`config.mk`:
```
export PLATFORM = sky130hd
export DESIGN_NAME = csp_regs
export DESIGN_NICKNAME = d
export VERILOG_FILES = /design/src/design/csp_pkg.sv /design/src/design/csp_regs.sv
export SDC_FILE = /design/constraint.sdc
export NUM_CORES = 1
export LEC_CHECK = 0
export BUFFER_PORTS_ARGS = -buffer_cell sky130_fd_sc_hd__buf_4
export CORE_UTILIZATION = 51
export CTS_BUF_LIST = sky130_fd_sc_hd__clkbuf_16
export CTS_CLUSTER_SIZE = 30
export DETAILED_ROUTE_END_ITERATION = 10
export PLACE_DENSITY_LB_ADDON = 0.15
export SKIP_CTS_REPAIR_TIMING = 1
export SYNTH_ARGS = -nofsm -noshare
export SYNTH_HDL_FRONTEND = slang
export SYNTH_SLANG_ARGS = --single-unit
```
`constraint.sdc`:
```
create_clock -name clk -period 1.2 [get_ports clk]
set_clock_uncertainty 0.15 [all_clocks]
set_input_delay 0.18 -clock clk [delete_from_list [all_inputs] [get_ports clk]]
set_output_delay 0.18 -clock clk [all_outputs]
set_load 0.02 [all_outputs]
```
`src/design/csp_pkg.sv`:
```
`default_nettype none
// ----------------------------------------------------------------------------
// csp_pkg
// shared types and constants of the sprite camera projection pipeline
// ----------------------------------------------------------------------------
package csp_pkg;

    localparam int CSP_QB      = 32;
    localparam int CSP_SCR_W   = 13;
    localparam int CSP_HALF_W  = 12;
    localparam int CSP_IDX_W   = 3;
    localparam int CSP_DATA_W  = 32;
    localparam int CSP_MAX_SCREEN = 4096;

    localparam logic [CSP_IDX_W-1:0] CFG_CAM_POS_X   = 3'd0;
    localparam logic [CSP_IDX_W-1:0] CFG_CAM_POS_Y   = 3'd1;
    localparam logic [CSP_IDX_W-1:0] CFG_VIEW_DIR_X  = 3'd2;
    localparam logic [CSP_IDX_W-1:0] CFG_VIEW_DIR_Y  = 3'd3;
    localparam logic [CSP_IDX_W-1:0] CFG_CAM_PLANE_X = 3'd4;
    localparam logic [CSP_IDX_W-1:0] CFG_CAM_PLANE_Y = 3'd5;
    localparam logic [CSP_IDX_W-1:0] CFG_SCREEN_W    = 3'd6;
    localparam logic [CSP_IDX_W-1:0] CFG_SCREEN_H    = 3'd7;

    typedef struct packed {
        logic signed [31:0] sprite_x;
        logic signed [31:0] sprite_y;
    } sprite_in_t;

    typedef struct packed {
        logic signed [31:0] depth;
        logic signed [15:0] screen_col;
        logic [15:0]        sprite_size;
        logic [11:0]        first_row;
        logic signed [15:0] last_row;
        logic [14:0]        first_col;
        logic signed [15:0] last_col;
        logic               in_front;
        logic               depth_fault;
    } sprite_out_t;

    typedef struct packed {
        logic signed [31:0]   cam_pos_x;
        logic signed [31:0]   cam_pos_y;
        logic signed [31:0]   view_dir_x;
        logic signed [31:0]   view_dir_y;
        logic signed [31:0]   cam_plane_x;
        logic signed [31:0]   cam_plane_y;
        logic [CSP_SCR_W-1:0] screen_width;
        logic [CSP_SCR_W-1:0] screen_height;
    } cam_cfg_t;

    typedef struct packed {
        logic valid;
        logic fault;
        logic depth_neg;
        logic col_neg;
        logic in_front;
    } xf_flags_t;

    typedef struct packed {
        logic              ovf;
        logic [CSP_QB-1:0] q;
    } quo_t;

endpackage
`default_nettype wire

```
`src/design/csp_regs.sv`:
```
`default_nettype none
// ----------------------------------------------------------------------------
// csp_regs
// camera and screen configuration registers with screen size clamping
// ----------------------------------------------------------------------------
module csp_regs #(
    parameter int FRAC_BITS  = 16
) (
    input  wire logic                             clk,
    input  wire logic                             rst_n,
    input  wire logic                             cfg_wr_en,
    input  wire logic [csp_pkg::CSP_IDX_W-1:0]   cfg_index,
    input  wire logic [csp_pkg::CSP_DATA_W-1:0]  cfg_data,
    output csp_pkg::cam_cfg_t                    cfg
);
    import csp_pkg::*;

    cam_cfg_t             cfg_reg;
    logic [CSP_SCR_W-1:0] scr_next;

    always_comb
    begin
        scr_next = cfg_data[CSP_SCR_W-1:0];
        if (scr_next == '0)
        begin
            scr_next = CSP_SCR_W'(1);
        end
        else if (32'(scr_next) > 32'(CSP_MAX_SCREEN))
        begin
            scr_next = CSP_SCR_W'(CSP_MAX_SCREEN);
        end
    end

    always_ff @(posedge clk or negedge rst_n)
    begin
        if (!rst_n)
        begin
            cfg_reg.cam_pos_x     <= '0;
            cfg_reg.cam_pos_y     <= '0;
            cfg_reg.view_dir_x    <= 32'(1) << FRAC_BITS;
            cfg_reg.view_dir_y    <= '0;
            cfg_reg.cam_plane_x   <= '0;
            cfg_reg.cam_plane_y   <= 32'sd43254;
            cfg_reg.screen_width  <= CSP_SCR_W'(640);
            cfg_reg.screen_height <= CSP_SCR_W'(480);
        end
        else if (cfg_wr_en)
        begin
            unique case (cfg_index)
                CFG_CAM_POS_X:   cfg_reg.cam_pos_x     <= cfg_data;
                CFG_CAM_POS_Y:   cfg_reg.cam_pos_y     <= cfg_data;
                CFG_VIEW_DIR_X:  cfg_reg.view_dir_x    <= cfg_data;
                CFG_VIEW_DIR_Y:  cfg_reg.view_dir_y    <= cfg_data;
                CFG_CAM_PLANE_X: cfg_reg.cam_plane_x   <= cfg_data;
                CFG_CAM_PLANE_Y: cfg_reg.cam_plane_y   <= cfg_data;
                CFG_SCREEN_W:    cfg_reg.screen_width  <= scr_next;
                CFG_SCREEN_H:    cfg_reg.screen_height <= scr_next;
                default: ;
            endcase
        end
    end

    assign cfg = cfg_reg;

endmodule
`default_nettype wire

```
==> run summary <==
The final count of pins violating max slew is 0. The number of H-tree branching levels came out at 1. During I/O placement, the number of pins put on the boundary was 256. Setup repair after global routing could not meet its margin everywhere. The minimum setup slack among reg-to-reg paths is 0 ns. Ranked by total cell area, the synthesized netlist is headed by sky130_fd_sc_hd__dfrtp_1 61%, sky130_fd_sc_hd__mux2_2 25%, sky130_fd_sc_hd__dfstp_2 5.0%. STA classifies the critical path endpoint as an output port. The library cell used as clock root buffer is sky130_fd_sc_hd__clkbuf_16. The largest driver fanout on the critical path came out at 2.

The number of nets in the layout came out at 950. The routed design has 25400 um of wire. The completed layout was analyzed and its total power is 0.0259 W.

The cell family contributing the most delay on the critical path is flip-flops. The core region is 15900 um2. In this run the worst setup path begins at cfg[32]. The count of fill cells added during filler insertion is 800.

The via-per-instance ratio came out at 5.32. The worst ir drop on vdd came out at 1.75 mV. No sink is reached through more buffers than the 3 on the longest clock path.

The global-route usage over all layers came out at 0.258. The endpoint of the worst setup timing path is cfg[32]. The worst min-delay path category is input pin to flip-flop. The number of maximum-capacitance violations is 0. For the pin with the worst max-slew slack, the measured transition is 0.370 ns. For the worst setup path, the data arrival time is 1.18 ns. The post-layout worst setup margin is -0.308 ns.

In this run the tightest slew margin relative to its limit is 0.753. By startpoint and endpoint, the worst setup path is classified as flip-flop to output port. The synthesized netlist contains 24 unique library cells. After detailed routing, the average wire length per cell comes to 22.2 um. The worst slack at placement came out at -0.409 ns. TritonCTS built the clock tree. The startpoint identified for the worst register-to-register timing path is cfg[210].

The number of buffer cells added on primary ports came out at 255. The final-report hold violation count came out at 4. The vertical die dimension is 130 um. The number of cells in the design after placement came out at 1009. The area added between synthesis and finish is 59.4%.

For the worst setup path, the data required time is 0.87 ns. The warning count from the yosys run came out at 0. Summing all multi-input logic gate instances after layout gives 2820 um2.

The worst setup path is launched from a flip-flop. The number of optimization iterations in the first detailed-route pass came out at 4. The worst reg2reg path endpoint is cfg[210]. The initial utilization of the core area, before any placement, comes to 0.523. The clock insertion delay at the later pin of the skew report is 0.50 ns.

The final period utilization came out at 1.26. The global-route congestion overflow total came out at 0. The number of rows created at floorplan is 46. The share of the core filled with cells in the final layout came out at 0.834. The static leakage is 6.24 nW. The register area is 5480 um2. Subtracting the final worst setup slack from the clock period gives 1.51 ns.

The depth of the worst register-to-register path is 3. The final RePlAce weighted congestion came out at 0.843. The timing-limited maximum frequency came out at 0.663 GHz. The floorplan die area came out at 16900 um2. The path length in cells of the critical path is 1. Counting flops and latches in the post-synthesis netlist gives 218. The die is 130 um wide. Of the post-synthesis cell area, the dominant cell type holds 0.606. The CTS clock-pin slew for the worst setup and hold paths came out at 0.06 ns. The power per unit of standard cell area is 1950 nW/um2. The mean instance size in the synthesized netlist came out at 15.7 um2. The aggregate negative setup slack came out at -37.14 ns. The initial antenna violation count is 0. The DRC violation count after routing is 0. The half-perimeter wire length after placement came out at 15300 um. The minimum hold slack came out at -0.0318 ns.

The number of flip-flops under the largest register name is 218. The number of antenna repair diodes came out at 0. The final number of setup-violating endpoints came out at 222.

The flow ran to the end, but the final reports show violations. The post-synthesis net count is 568. Traced cell by cell, the critical path runs through buf_6. The synthesized design spends more area on one cell type than any other, namely sky130_fd_sc_hd__dfrtp_1. The post-synthesis instance area came out at 8340 um2. The count of mapped cells out of synthesis is 530. The final reports fail on negative hold slack, negative setup slack.

The number of clock sinks came out at 218. The slowest stage of the critical path belongs to the cell sky130_fd_sc_hd__dfstp_2. The number of buffer and inverter stages on the critical path came out at 1. For this run, the register share of the synthesized area comes to 0.657. The final cell count without fillers is 1144. On the worst path, the slowest cell contributes a delay of 0.56 ns.

The first-pass GRT wire length came out at 32700 um. The number of global-route vias before repair is 5768. The initial DRC count is 248.

The number of buffers added by the clock tree synthesis step came out at 23. Entering global routing, the biggest net connects 48 pins. The share of final-layout standard cells stronger than drive strength 1 came out at 0.647. The post-detailed-route count of antenna-violating nets came out at 0. Across all layers, the routed design uses 6085 vias.
-- cell usage after synthesis --
cell and n:
sky130_fd_sc_hd__mux2_2 185, sky130_fd_sc_hd__o21ai_0 16, sky130_fd_sc_hd__nor2_1 4, sky130_fd_sc_hd__a221oi_1 2, sky130_fd_sc_hd__nor3_2 1, sky130_fd_sc_hd__mux2_1 7
sky130_fd_sc_hd__buf_4 9, sky130_fd_sc_hd__buf_6 4, sky130_fd_sc_hd__dfrtp_1 202, sky130_fd_sc_hd__and4b_1 1, sky130_fd_sc_hd__clkbuf_1 12, sky130_fd_sc_hd__nor4_1 3
sky130_fd_sc_hd__nand4_1 1, sky130_fd_sc_hd__dfstp_2 16, sky130_fd_sc_hd__nand3_1 1, sky130_fd_sc_hd__a32oi_1 6, sky130_fd_sc_hd__nand2_1 35, sky130_fd_sc_hd__and4_1 1
sky130_fd_sc_hd__buf_2 9, sky130_fd_sc_hd__nand4b_1 3, sky130_fd_sc_hd__nor3_4 1, sky130_fd_sc_hd__nand2b_4 1, sky130_fd_sc_hd__nor3b_4 2, sky130_fd_sc_hd__nand2b_1 8
-- where the power goes --
group | internal [W] | total (W) | switching (W)
sequential | 0.00901 | 0.0103 | 0.00128
clock | 0.00390 | 0.00677 | 0.00287
combinational | 0.00491 | 0.00888 | 0.00398
total | 0.0178 | 0.0259 | 0.00812
-- placed cells by master (no fill, tap or decap), types with 4 or more instances in the layout --
master	netlist	routed
sky130_fd_sc_hd__buf_12	0	14
sky130_fd_sc_hd__o21ai_0	16	16
sky130_fd_sc_hd__clkbuf_16	0	23
sky130_fd_sc_hd__nor2_1	4	4
sky130_fd_sc_hd__mux2_2	185	153
sky130_fd_sc_hd__mux2_1	7	6
sky130_fd_sc_hd__clkinv_1	0	5
sky130_fd_sc_hd__dfstp_2	16	16
sky130_fd_sc_hd__clkinv_2	0	5
sky130_fd_sc_hd__a32oi_1	6	6
sky130_fd_sc_hd__buf_4	9	125
sky130_fd_sc_hd__inv_1	0	5
sky130_fd_sc_hd__buf_6	4	218
sky130_fd_sc_hd__dlygate4sd3_1	0	33
sky130_fd_sc_hd__nand2_1	35	35
sky130_fd_sc_hd__dfrtp_1	202	202
sky130_fd_sc_hd__mux2_4	0	33
sky130_fd_sc_hd__nand2b_1	8	8
-- cell type report --
cell class,instances,area share
clock buffers,23,0.0433
clock inverters,18,0.00979
multi-input cells,278,0.212
flip-flops and latches,218,0.412
well taps,216,0.0203
repair buffers,391,0.302
-- logic make-up (layout without fill, tap and decap cells) --
group                  count (synthesis)  count (layout)  synth area share
multiplexers                         192             192             0.259
buffers and inverters                 34             432            0.0243
flip-flops                           218             218             0.657
AO/OA/AOI/OAI                         24              24            0.0180
AND/OR/NAND/NOR                       62              62            0.0419
-- worst min path at each step --
| stage | slack (ns) | startpoint | cells past startpoint | endpoint |
|---|---|---|---|---|
| after CTS | -0.57 | rst_n | 1 | cfg[51] |
| after global placement | -0.05 | rst_n | 1 | cfg[4] |
| after global routing | -0.02 | cfg_data[6] | 4 | cfg[0] |
| after floorplan | -0.27 | rst_n | 0 | cfg[0] |
| final | -0.03 | cfg_data[6] | 4 | cfg[0] |
| after detailed placement | -0.04 | rst_n | 1 | cfg[9] |
-- worst min-delay path, stage by stage --
cell and delay [ns]:
sky130_fd_sc_hd__buf_4 0.10, sky130_fd_sc_hd__nor4_4 0.04, sky130_fd_sc_hd__nand3_2 0.17, sky130_fd_sc_hd__a221oi_2 0.08
-- per-layer routing --
layer  track usage  part of all wire  routed length, um  vias to the layer above
li1              -                 -                  -                     2637
met1         0.349              0.38               9690                     3162
met2         0.423              0.52              13300                      239
met3        0.0619             0.068               1730                       47
met4        0.0629             0.028                706                        0
met5             0                 0                  0                        -
-- through the flow --
step | cell area (um2) | hold WS (ns)
4_1_cts | 11700 | -0.567
3_3_place_gp | 11000 | -0.0505
6_report | 13300 | -0.0318
5_1_grt | 13300 | -0.0223
2_1_floorplan | 8620 | -0.266
3_5_place_dp | 11000 | -0.0422
Power figures use the tool's default switching activity.
