==> config.mk <==
export PLATFORM = sky130hd
export DESIGN_NAME = csp_bounds
export DESIGN_NICKNAME = d
export VERILOG_FILES = /design/src/design/csp_pkg.sv /design/src/design/csp_bounds.sv
export SDC_FILE = /design/constraint.sdc
export NUM_CORES = 1
export LEC_CHECK = 0
export BUFFER_PORTS_ARGS = -buffer_cell sky130_fd_sc_hd__clkbuf_2
export CAP_MARGIN = 0
export CELL_PAD_IN_SITES_DETAIL_PLACEMENT = 0
export CELL_PAD_IN_SITES_GLOBAL_PLACEMENT = 1
export CORE_ASPECT_RATIO = 1.1
export CORE_MARGIN = 1
export CORE_UTILIZATION = 25
export CTS_BUF_LIST = sky130_fd_sc_hd__clkbuf_8
export DETAILED_ROUTE_END_ITERATION = 6
export PLACE_DENSITY_LB_ADDON = 0.1
export SKIP_LAST_GASP = 1
export SLEW_MARGIN = 10
export SYNTH_ARGS = -nofsm -noshare
export SYNTH_HDL_FRONTEND = slang
export SYNTH_SLANG_ARGS = --single-unit
==> constraint.sdc <==
create_clock -name clk -period 5.8 [get_ports clk]
set_clock_uncertainty 0.15 [all_clocks]
set_input_delay 1.16 -clock clk [delete_from_list [all_inputs] [get_ports clk]]
set_output_delay 1.16 -clock clk [all_outputs]
set_load 0.005 [all_outputs]
==> src/design/csp_pkg.sv <==
`default_nettype none
// ----------------------------------------------------------------------------
// csp_pkg
// shared types and constants of the sprite camera projection pipeline
// ----------------------------------------------------------------------------
package csp_pkg;

    localparam int CSP_QB      = 32;
    localparam int CSP_SCR_W   = 13;
    localparam int CSP_HALF_W  = 12;
    localparam int CSP_IDX_W   = 3;
    localparam int CSP_DATA_W  = 32;
    localparam int CSP_MAX_SCREEN = 4096;

    localparam logic [CSP_IDX_W-1:0] CFG_CAM_POS_X   = 3'd0;
    localparam logic [CSP_IDX_W-1:0] CFG_CAM_POS_Y   = 3'd1;
    localparam logic [CSP_IDX_W-1:0] CFG_VIEW_DIR_X  = 3'd2;
    localparam logic [CSP_IDX_W-1:0] CFG_VIEW_DIR_Y  = 3'd3;
    localparam logic [CSP_IDX_W-1:0] CFG_CAM_PLANE_X = 3'd4;
    localparam logic [CSP_IDX_W-1:0] CFG_CAM_PLANE_Y = 3'd5;
    localparam logic [CSP_IDX_W-1:0] CFG_SCREEN_W    = 3'd6;
    localparam logic [CSP_IDX_W-1:0] CFG_SCREEN_H    = 3'd7;

    typedef struct packed {
        logic signed [31:0] sprite_x;
        logic signed [31:0] sprite_y;
    } sprite_in_t;

    typedef struct packed {
        logic signed [31:0] depth;
        logic signed [15:0] screen_col;
        logic [15:0]        sprite_size;
        logic [11:0]        first_row;
        logic signed [15:0] last_row;
        logic [14:0]        first_col;
        logic signed [15:0] last_col;
        logic               in_front;
        logic               depth_fault;
    } sprite_out_t;

    typedef struct packed {
        logic signed [31:0]   cam_pos_x;
        logic signed [31:0]   cam_pos_y;
        logic signed [31:0]   view_dir_x;
        logic signed [31:0]   view_dir_y;
        logic signed [31:0]   cam_plane_x;
        logic signed [31:0]   cam_plane_y;
        logic [CSP_SCR_W-1:0] screen_width;
        logic [CSP_SCR_W-1:0] screen_height;
    } cam_cfg_t;

    typedef struct packed {
        logic valid;
        logic fault;
        logic depth_neg;
        logic col_neg;
        logic in_front;
    } xf_flags_t;

    typedef struct packed {
        logic              ovf;
        logic [CSP_QB-1:0] q;
    } quo_t;

endpackage
`default_nettype wire

==> src/design/csp_bounds.sv <==
`default_nettype none
// ----------------------------------------------------------------------------
// csp_bounds
// quotient saturation, draw bounds clamping and the output word register
// ----------------------------------------------------------------------------
module csp_bounds (
    input  wire logic          clk,
    input  wire logic          rst_n,
    input  wire logic          en,
    input  csp_pkg::xf_flags_t flags,
    input  csp_pkg::quo_t      q_depth,
    input  csp_pkg::quo_t      q_col,
    input  csp_pkg::quo_t      q_size,
    input  csp_pkg::cam_cfg_t  cfg,
    output logic               out_valid,
    output csp_pkg::sprite_out_t out_data
);
    import csp_pkg::*;

    logic               va_reg, fault_a_reg, front_a_reg;
    logic signed [31:0] depth_a_reg;
    logic signed [15:0] col_a_reg;
    logic [15:0]        size_a_reg;
    logic               vb_reg;
    sprite_out_t        out_reg;

    logic signed [31:0] depth_w;
    logic signed [15:0] col_w;
    logic [15:0]        size_w;

    always_comb
    begin
        if (flags.depth_neg)
        begin
            // beyond full scale the negated cap wraps to the top value
            depth_w = (q_depth.ovf || q_depth.q > 32'h8000_0000) ? 32'sh7fff_ffff
                                                                  : -q_depth.q;
        end
        else
        begin
            depth_w = (q_depth.ovf || q_depth.q[31]) ? 32'sh7fff_ffff : q_depth.q;
        end
        if (flags.col_neg)
        begin
            col_w = (q_col.ovf || q_col.q > 32'd32768) ? 16'sh8000
                                                        : 16'(17'd0 - q_col.q[16:0]);
        end
        else
        begin
            col_w = (q_col.ovf || q_col.q > 32'd32767) ? 16'sh7fff : q_col.q[15:0];
        end
        size_w = (q_size.ovf || q_size.q > 32'd65535) ? 16'hffff : q_size.q[15:0];
        if (flags.fault)
        begin
            depth_w = '0;
            col_w   = '0;
            size_w  = '0;
        end
    end

    logic [14:0]        hs_w;
    logic [11:0]        hh_w;
    logic signed [17:0] r0_w, c0_w, c1_w;
    logic [16:0]        r1_w;
    sprite_out_t        out_next;

    always_comb
    begin
        hs_w = size_a_reg[15:1];
        hh_w = cfg.screen_height[CSP_SCR_W-1:1];
        r0_w = $signed({6'b0, hh_w}) - $signed({3'b0, hs_w});
        r1_w = {5'b0, hh_w} + {2'b0, hs_w};
        c0_w = {{2{col_a_reg[15]}}, col_a_reg} - $signed({3'b0, hs_w});
        c1_w = {{2{col_a_reg[15]}}, col_a_reg} + $signed({3'b0, hs_w});

        out_next             = '0;
        out_next.depth_fault = fault_a_reg;
        if (!fault_a_reg)
        begin
            out_next.depth       = depth_a_reg;
            out_next.screen_col  = col_a_reg;
            out_next.sprite_size = size_a_reg;
            out_next.in_front    = front_a_reg;
            out_next.first_row   = r0_w[17] ? '0 : r0_w[11:0];
            out_next.last_row    = (r1_w >= 17'(cfg.screen_height))
                                 ? 16'(cfg.screen_height - 13'd1) : 16'(r1_w);
            out_next.first_col   = c0_w[17] ? '0 : c0_w[14:0];
            out_next.last_col    = (c1_w >= $signed({5'b0, cfg.screen_width}))
                                 ? 16'(cfg.screen_width - 13'd1) : c1_w[15:0];
        end
    end

    always_ff @(posedge clk or negedge rst_n)
    begin
        if (!rst_n)
        begin
            va_reg <= 1'b0;
            vb_reg <= 1'b0;
        end
        else if (en)
        begin
            va_reg <= flags.valid;
            vb_reg <= va_reg;
        end
    end

    always_ff @(posedge clk)
    begin
        if (en)
        begin
            fault_a_reg <= flags.fault;
            front_a_reg <= flags.in_front;
            depth_a_reg <= depth_w;
            col_a_reg   <= col_w;
            size_a_reg  <= size_w;
            out_reg     <= out_next;
        end
    end

    assign out_valid = vb_reg;
    assign out_data  = out_reg;

endmodule
`default_nettype wire

==> results of run 1 <==
==> final cells by class <==
cell class	instances	area (um2)
inverters	88	330
repair buffers	272	1420
multi-input cells	829	5680
fillers	4983	32500
flip-flops and latches	193	5790
clock inverters	15	145
clock buffers	17	234
well taps	637	797
==> metrics by stage <==
step	hold slack [ns]	worst slack [ns]	total power, uW
floorplan	0.325	1.19	2330
global placement	0.336	0.382	2740
detailed placement	0.362	0.377	2730
CTS	0.196	0.781	3670
global route	0.199	0.435	3830
finish	0.259	0.813	3590
==> cell usage in the layout, fill, tap and decap left out, types with 8 or more instances in the layout <==
cell | Yosys | final
clkbuf_2 | 0 | 257
edfxtp_1 | 191 | 191
nor2_1 | 117 | 117
inv_1 | 87 | 87
ha_1 | 84 | 84
a21oi_1 | 79 | 79
nor2b_1 | 68 | 68
nor3_1 | 49 | 49
o21ai_0 | 48 | 48
xnor2_1 | 46 | 46
a211oi_1 | 32 | 32
nand2_1 | 31 | 31
or3_1 | 29 | 29
xor2_1 | 27 | 27
nand3_1 | 21 | 21
clkbuf_8 | 0 | 18
nand2b_1 | 17 | 17
a311oi_1 | 17 | 17
o21a_1 | 16 | 16
nor4_1 | 15 | 14
buf_4 | 0 | 13
nor3b_1 | 12 | 12
and3_1 | 11 | 11
o31ai_1 | 10 | 10
or2_2 | 8 | 8
==> where the power goes <==
part	internal, uW	total, uW	leakage, uW	switching (uW)
Clock	351	907	0.000186	556
Combinational	382	962	0.00372	580
Sequential	1670	1730	0.00197	59.5
Total	2400	3590	0.00587	1200
==> cells by family (layout without fill, tap and decap cells) <==
| group | Yosys count | after routing | share of synthesized area |
|---|---|---|---|
| AO/OA/AOI/OAI | 258 | 258 | 0.141 |
| XOR/XNOR | 73 | 73 | 0.0536 |
| multiplexers | 5 | 5 | 0.00451 |
| AND/OR/NAND/NOR | 405 | 405 | 0.179 |
| flip-flops | 193 | 193 | 0.485 |
| adder cells (fa/ha/maj) | 88 | 88 | 0.0949 |
| buffers and inverters | 132 | 392 | 0.0419 |
==> how the worst max path moves through the flow <==
| stage | endpoint | slack, ns | cells past startpoint |
|---|---|---|---|
| after global routing | out_data[7] | 0.44 | 15 |
| after CTS | out_data[9] | 0.78 | 16 |
| after global placement | out_data[33] | 0.38 | 16 |
| final | out_data[7] | 0.81 | 15 |
| after detailed placement | out_data[33] | 0.38 | 16 |
| after floorplan | out_data[41] | 1.19 | 16 |
==> layer usage <==
metal | vias up | part of all wire | global-route usage | wire, um
met5 | - | 0.0011 | 0 | 41
met4 | 6 | 0.012 | 0.0406 | 464
met3 | 29 | 0.062 | 0.0454 | 2350
met2 | 258 | 0.45 | 0.247 | 16900
li1 | 4720 | - | - | -
met1 | 4560 | 0.48 | 0.214 | 18200
==> Yosys cell counts (31+ instances only) <==
cell type  number
edfxtp_1      191
nor2_1        117
inv_1          87
ha_1           84
a21oi_1        79
nor2b_1        68
nor3_1         49
o21ai_0        48
xnor2_1        46
clkbuf_1       37
a211oi_1       32
nand2_1        31
==> critical path, delay by kind of cell, from the launching register on <==
| family | cells | cell delay, ns |
|---|---|---|
| compound gates | 9 | 2.39 |
| fa+ha+maj | 2 | 0.75 |
| flops | 1 | 0.53 |
| xor+xnor | 1 | 0.38 |
| simple gates | 2 | 0.31 |
| buf+inv | 1 | 0.26 |
==> impl_metrics.ini, run 1 <==
[power]
power_leakage_uw = 0.00587
p_per_area_nw_per_um2 = 250
ir_worst_vdd_mv = 0.156

[logic_synthesis]
syn_area_per_cell_um2 = 10.3
yosysWarnings = 0
syn_area_um2 = 11900
yosys_most_used_dff = edfxtp_1
synth_async_sr_flop_share = 0.0104
yosysTopAreaCell = edfxtp_1
synth_edf_count = 191
yosys.area.top_type_share = 0.481
ys_ff_latch = 193
yosys-top-cells-area = edfxtp_1 (48%), ha_1 (8.8%), nor2_1 (3.7%)
synth_cells = 1154
yosysSeqAreaShare = 0.485
synth_nets = 1567
yosysUniqueCellTypes = 66

[clock_tree]
clk_path_buf_depth = 2
postCtsSetupRepairBufs = 0
cts_sinks = 193
clock_latency_ns = 0.51
cts-root-buf = clkbuf_8
cts_resized = 0
clkTransAtPathRegs_ns = 0.11
cts_buffers = 17
htree_levels = 4
holdBufCountCts = 0
cts_tree = yes

[cells_and_area]
layout.nets = 1814
antenna_cells = 0
finish.utilization = 0.307
largest_reg_flops = 125
drive_gt1_frac = 0.228
fin_cells = 2051
stdcell_area_um2 = 14400
area.growth.synth_to_final_pct = 20.7

[global_routing]
antenna_found_initial = 4
grt_pass1_vias = 9591
grt_pass1_wl_mm = 57.9
grt_overflow_total = 0
grt_max_degree = 84
grt_use_total = 0.158

[drt]
ant_nets = 0
drt-vias-per-instance = 4.67
drc_errors = 0
drt-wirelength-per-cell_um = 18.5
wirelength_mm = 38.0
drt_iter0_drc = 469
vias = 9573
drtPass1Iterations = 5

[critical_path]
slowest_stage = edfxtp_1
worst_path_most_repeated_cell = o21ai_0
max_stage_delay_ns = 0.53
ff2ff_setup_slack_ns = 0.81
path_class = reg -> reg
cp.required_ns = 5.96
crit_start = col_a_reg[2]
critPathArrivalTime_ns = 5.14
crit_path_max_fanout = 27
worst_r2r_endpoint = out_data[7]
path_cells = ha_1 > nand2b_1 > a221oi_1 > o21ai_0 > o41ai_1 > nor2_1 > xnor2_1 > ha_1 > o21ai_0 > o21ai_0 > o211a_1 > a211oi_1 > a41oi_2 > buf_4 > a311oi_1
rr_worst_depth = 15
end_kind = register
r2r_start = col_a_reg[2]
worstSetupStartpointType = register

[floorplan]
initial_utilization = 0.255
num_rows = 83
core_area_um2 = 46800
die_w_um = 210
ioPinCount = 451
fp.dieH_um = 231
die_area_um2 = 48600

[timing]
final_hold_viol_count = 0
slew_headroom = 0.221
setup_viol = 0
slew_viol_final = 0
fmax_ghz = 0.201
period_minus_slack_ns = 4.99
rsz0062_at_grt = false
worst_slew_pin_slew_ns = 1.17
setup_tns_ns = 0
fin_crit_sh = 0.860

[placed_design]
dp_hpwl_mm = 29.6
io_buffers = 258
dpl_cell_area_um2 = 14000
routabilityCongestion = 0.816
dp.cells = 2019

[min_path]
hold_path_class = in -> async

[run_status]
status = finished, final reports clean

[job]
drv_cap = 0
No activity file was read; power rests on OpenSTA's default activity.
==> run 2, diff against run 1 <==
- ABC_AREA: not set -> 1
==> run 2 against run 1 <==
Synthesized cell count grew 34%; global-route usage up 0.99 points; synthesized area grew 8.0%; cell area is 5.6% higher; flip-flop and latch count stayed put; combinational power is 7% higher; clock power shrank 4.6%; register-to-register slack better by 0.48 ns; die area rose by 8.0%; core utilization down 0.61 points; wire length up 14%; hold slack lost 0.046 ns; critical endpoint is now out_data[4].
==> impl_metrics.ini, run 2 <==
[run_status]
status = finished, final reports clean

[global_routing]
grt_pass1_vias = 11100
grt_max_degree = 74
grt_use_total = 0.168
grt_overflow_total = 0
antenna_found_initial = 9
grt_pass1_wl_mm = 65.1

[logic_synthesis]
ys_ff_latch = 193
synth_async_sr_flop_share = 0.0104
yosys_most_used_dff = edfxtp_1
synth_commonest_cells = inv_1 (253), nand2_1 (240), nor2_1 (211)
yosysWarnings = 0
syn_area_um2 = 12900
yosys.area.top_type_share = 0.445
synth_cells = 1547
synth_edf_count = 191
yosysUniqueCellTypes = 50
yosys-top-cells-area = edfxtp_1 (45%), ha_1 (8.2%), inv_1 (7.4%)
yosysTopAreaCell = edfxtp_1
synth_nets = 1960
yosysSeqAreaShare = 0.449
yosys.cell_count.top_type = inv_1
syn_area_per_cell_um2 = 8.33

[drt]
drt-vias-per-instance = 4.45
vias = 10900
drt_iter0_drc = 572
drt-wirelength-per-cell_um = 17.6
wirelength_mm = 43.2
drc_errors = 0
drtPass1Iterations = 4
ant_nets = 0

[cells_and_area]
final_cell_mix = inv_1 (257), clkbuf_2 (257), nand2_1 (240)
layout.nets = 2197
seqCellArea_um2 = 5790
finish.utilization = 0.301
fin_cells = 2458
multi_input_area_um2 = 5850
fillerInstances = 5488
largest_reg_flops = 125
area.growth.synth_to_final_pct = 17.9
drive_gt1_frac = 0.190

[critical_path]
rr_worst_depth = 19
cp.required_ns = 5.98
crit_path_max_fanout = 20
end_kind = register
path_class = reg -> reg
critPathArrivalTime_ns = 4.68
worstSetupStartpointType = register

[timing]
fmax_ghz = 0.222
worst_slew_pin_slew_ns = 0.936
setup_ws_ns = 1.30
rsz0062_at_grt = false
setup_tns_ns = 0
fin_crit_sh = 0.777
slew_viol_final = 0
slew_headroom = 0.376
period_minus_slack_ns = 4.50
setup_viol = 0
final_hold_viol_count = 0

[clock_tree]
cts_sinks = 193
htree_levels = 4
cts-root-buf = clkbuf_8
clock_latency_ns = 0.59
holdBufCountCts = 0
postCtsSetupRepairBufs = 0
clkTransAtPathRegs_ns = 0.11
clk_path_buf_depth = 2
cts_resized = 0
cts_buffers = 17
cts_tree = yes

[floorplan]
die_w_um = 218
ioPinCount = 451
fp.dieH_um = 240
core_area_um2 = 50500
num_rows = 86
initial_utilization = 0.255
die_area_um2 = 52400

[placed_design]
post-place-ws_ns = 0.758
dp_hpwl_mm = 34.0
routabilityCongestion = 0.840
io_buffers = 258
dp.cells = 2425

[min_path]
hold_path_class = in -> async

[power]
power_leakage_uw = 0.00722
ir_worst_vdd_mv = 0.142
p_per_area_nw_per_um2 = 238

[job]
drv_cap = 0
## run 2: cell types whose count changed after synthesis, moves of 27 or more
cell,delta
nor2b_1,-68
a21oi_1,+45
nand2_1,+209
xnor2_1,-37
nor2_1,+94
a211oi_1,-30
nand4_1,+27
xor2_1,+31
or3_1,-29
inv_1,+166
nand3_1,+60
## run 2: where the power goes
group | total (uW) | switching (uW) | internal (uW)
clock | 865 | 560 | 305
combinational | 1030 | 666 | 362
sequential | 1720 | 58.8 | 1670
## run 2: final timing paths
path	endpoint	start	slack [ns]
min in group clk	out_data[123]	depth_a_reg[30]	0.36
min reg2reg	out_data[123]	depth_a_reg[30]	0.36
max	out_data[4]	col_a_reg[3]	1.30
min	va_reg	rst_n	0.21
max in group asynchronous	out_valid	rst_n	5.18
max reg2reg	out_data[4]	col_a_reg[3]	1.30
## run 2: cells by family after synthesis
| kind of cell | count (synthesis) | share of synthesized area |
|---|---|---|
| simple gates | 651 | 0.221 |
| buf+inv | 319 | 0.0965 |
| compound gates | 229 | 0.100 |
| flops | 193 | 0.449 |
| fa+ha+maj | 88 | 0.0878 |
| xor+xnor | 67 | 0.0456 |
## run 2: layer usage
layer	track usage	routed length, um
met1	0.210	19700
met2	0.265	19200
met4	0.0483	765
met5	0	81
met3	0.0689	3420
## run 2: layout make-up
type / instances / area share
multi-input combinational: 1035 / 0.385
clock inverter: 14 / 0.00618
inverter: 269 / 0.0665
clock buffer: 18 / 0.0163
tap: 660 / 0.0544
antenna: 1 / 0.000165
timing repair buffer: 268 / 0.0905
sequential: 193 / 0.381
## run 2: critical path, stage by stage (launching register included)
cell and delay, ns:
edfxtp_1 0.53, ha_1 0.43, o21ai_0 0.29, nand2_1 0.09, nand3_1 0.18, a21boi_1 0.13
o21ai_0 0.36, xor2_1 0.24, inv_1 0.07, ha_1 0.29, nand2_1 0.09, inv_1 0.04
a221oi_1 0.23, nand3_1 0.13, nor2_1 0.11, nand2_1 0.41, nand2_4 0.30, nand2_1 0.08
nand2_1 0.07, nor2_1 0.06
## run 2: metrics by stage
stage | cell area [um2] | hold slack [ns] | total power, uW
5_1_grt | 15200 | 0.135 | 3890
4_1_cts | 15200 | 0.128 | 3700
6_report | 15200 | 0.213 | 3620
3_3_place_gp | 14800 | 0.345 | 2800
2_1_floorplan | 12900 | 0.274 | 2400
3_5_place_dp | 14800 | 0.357 | 2800
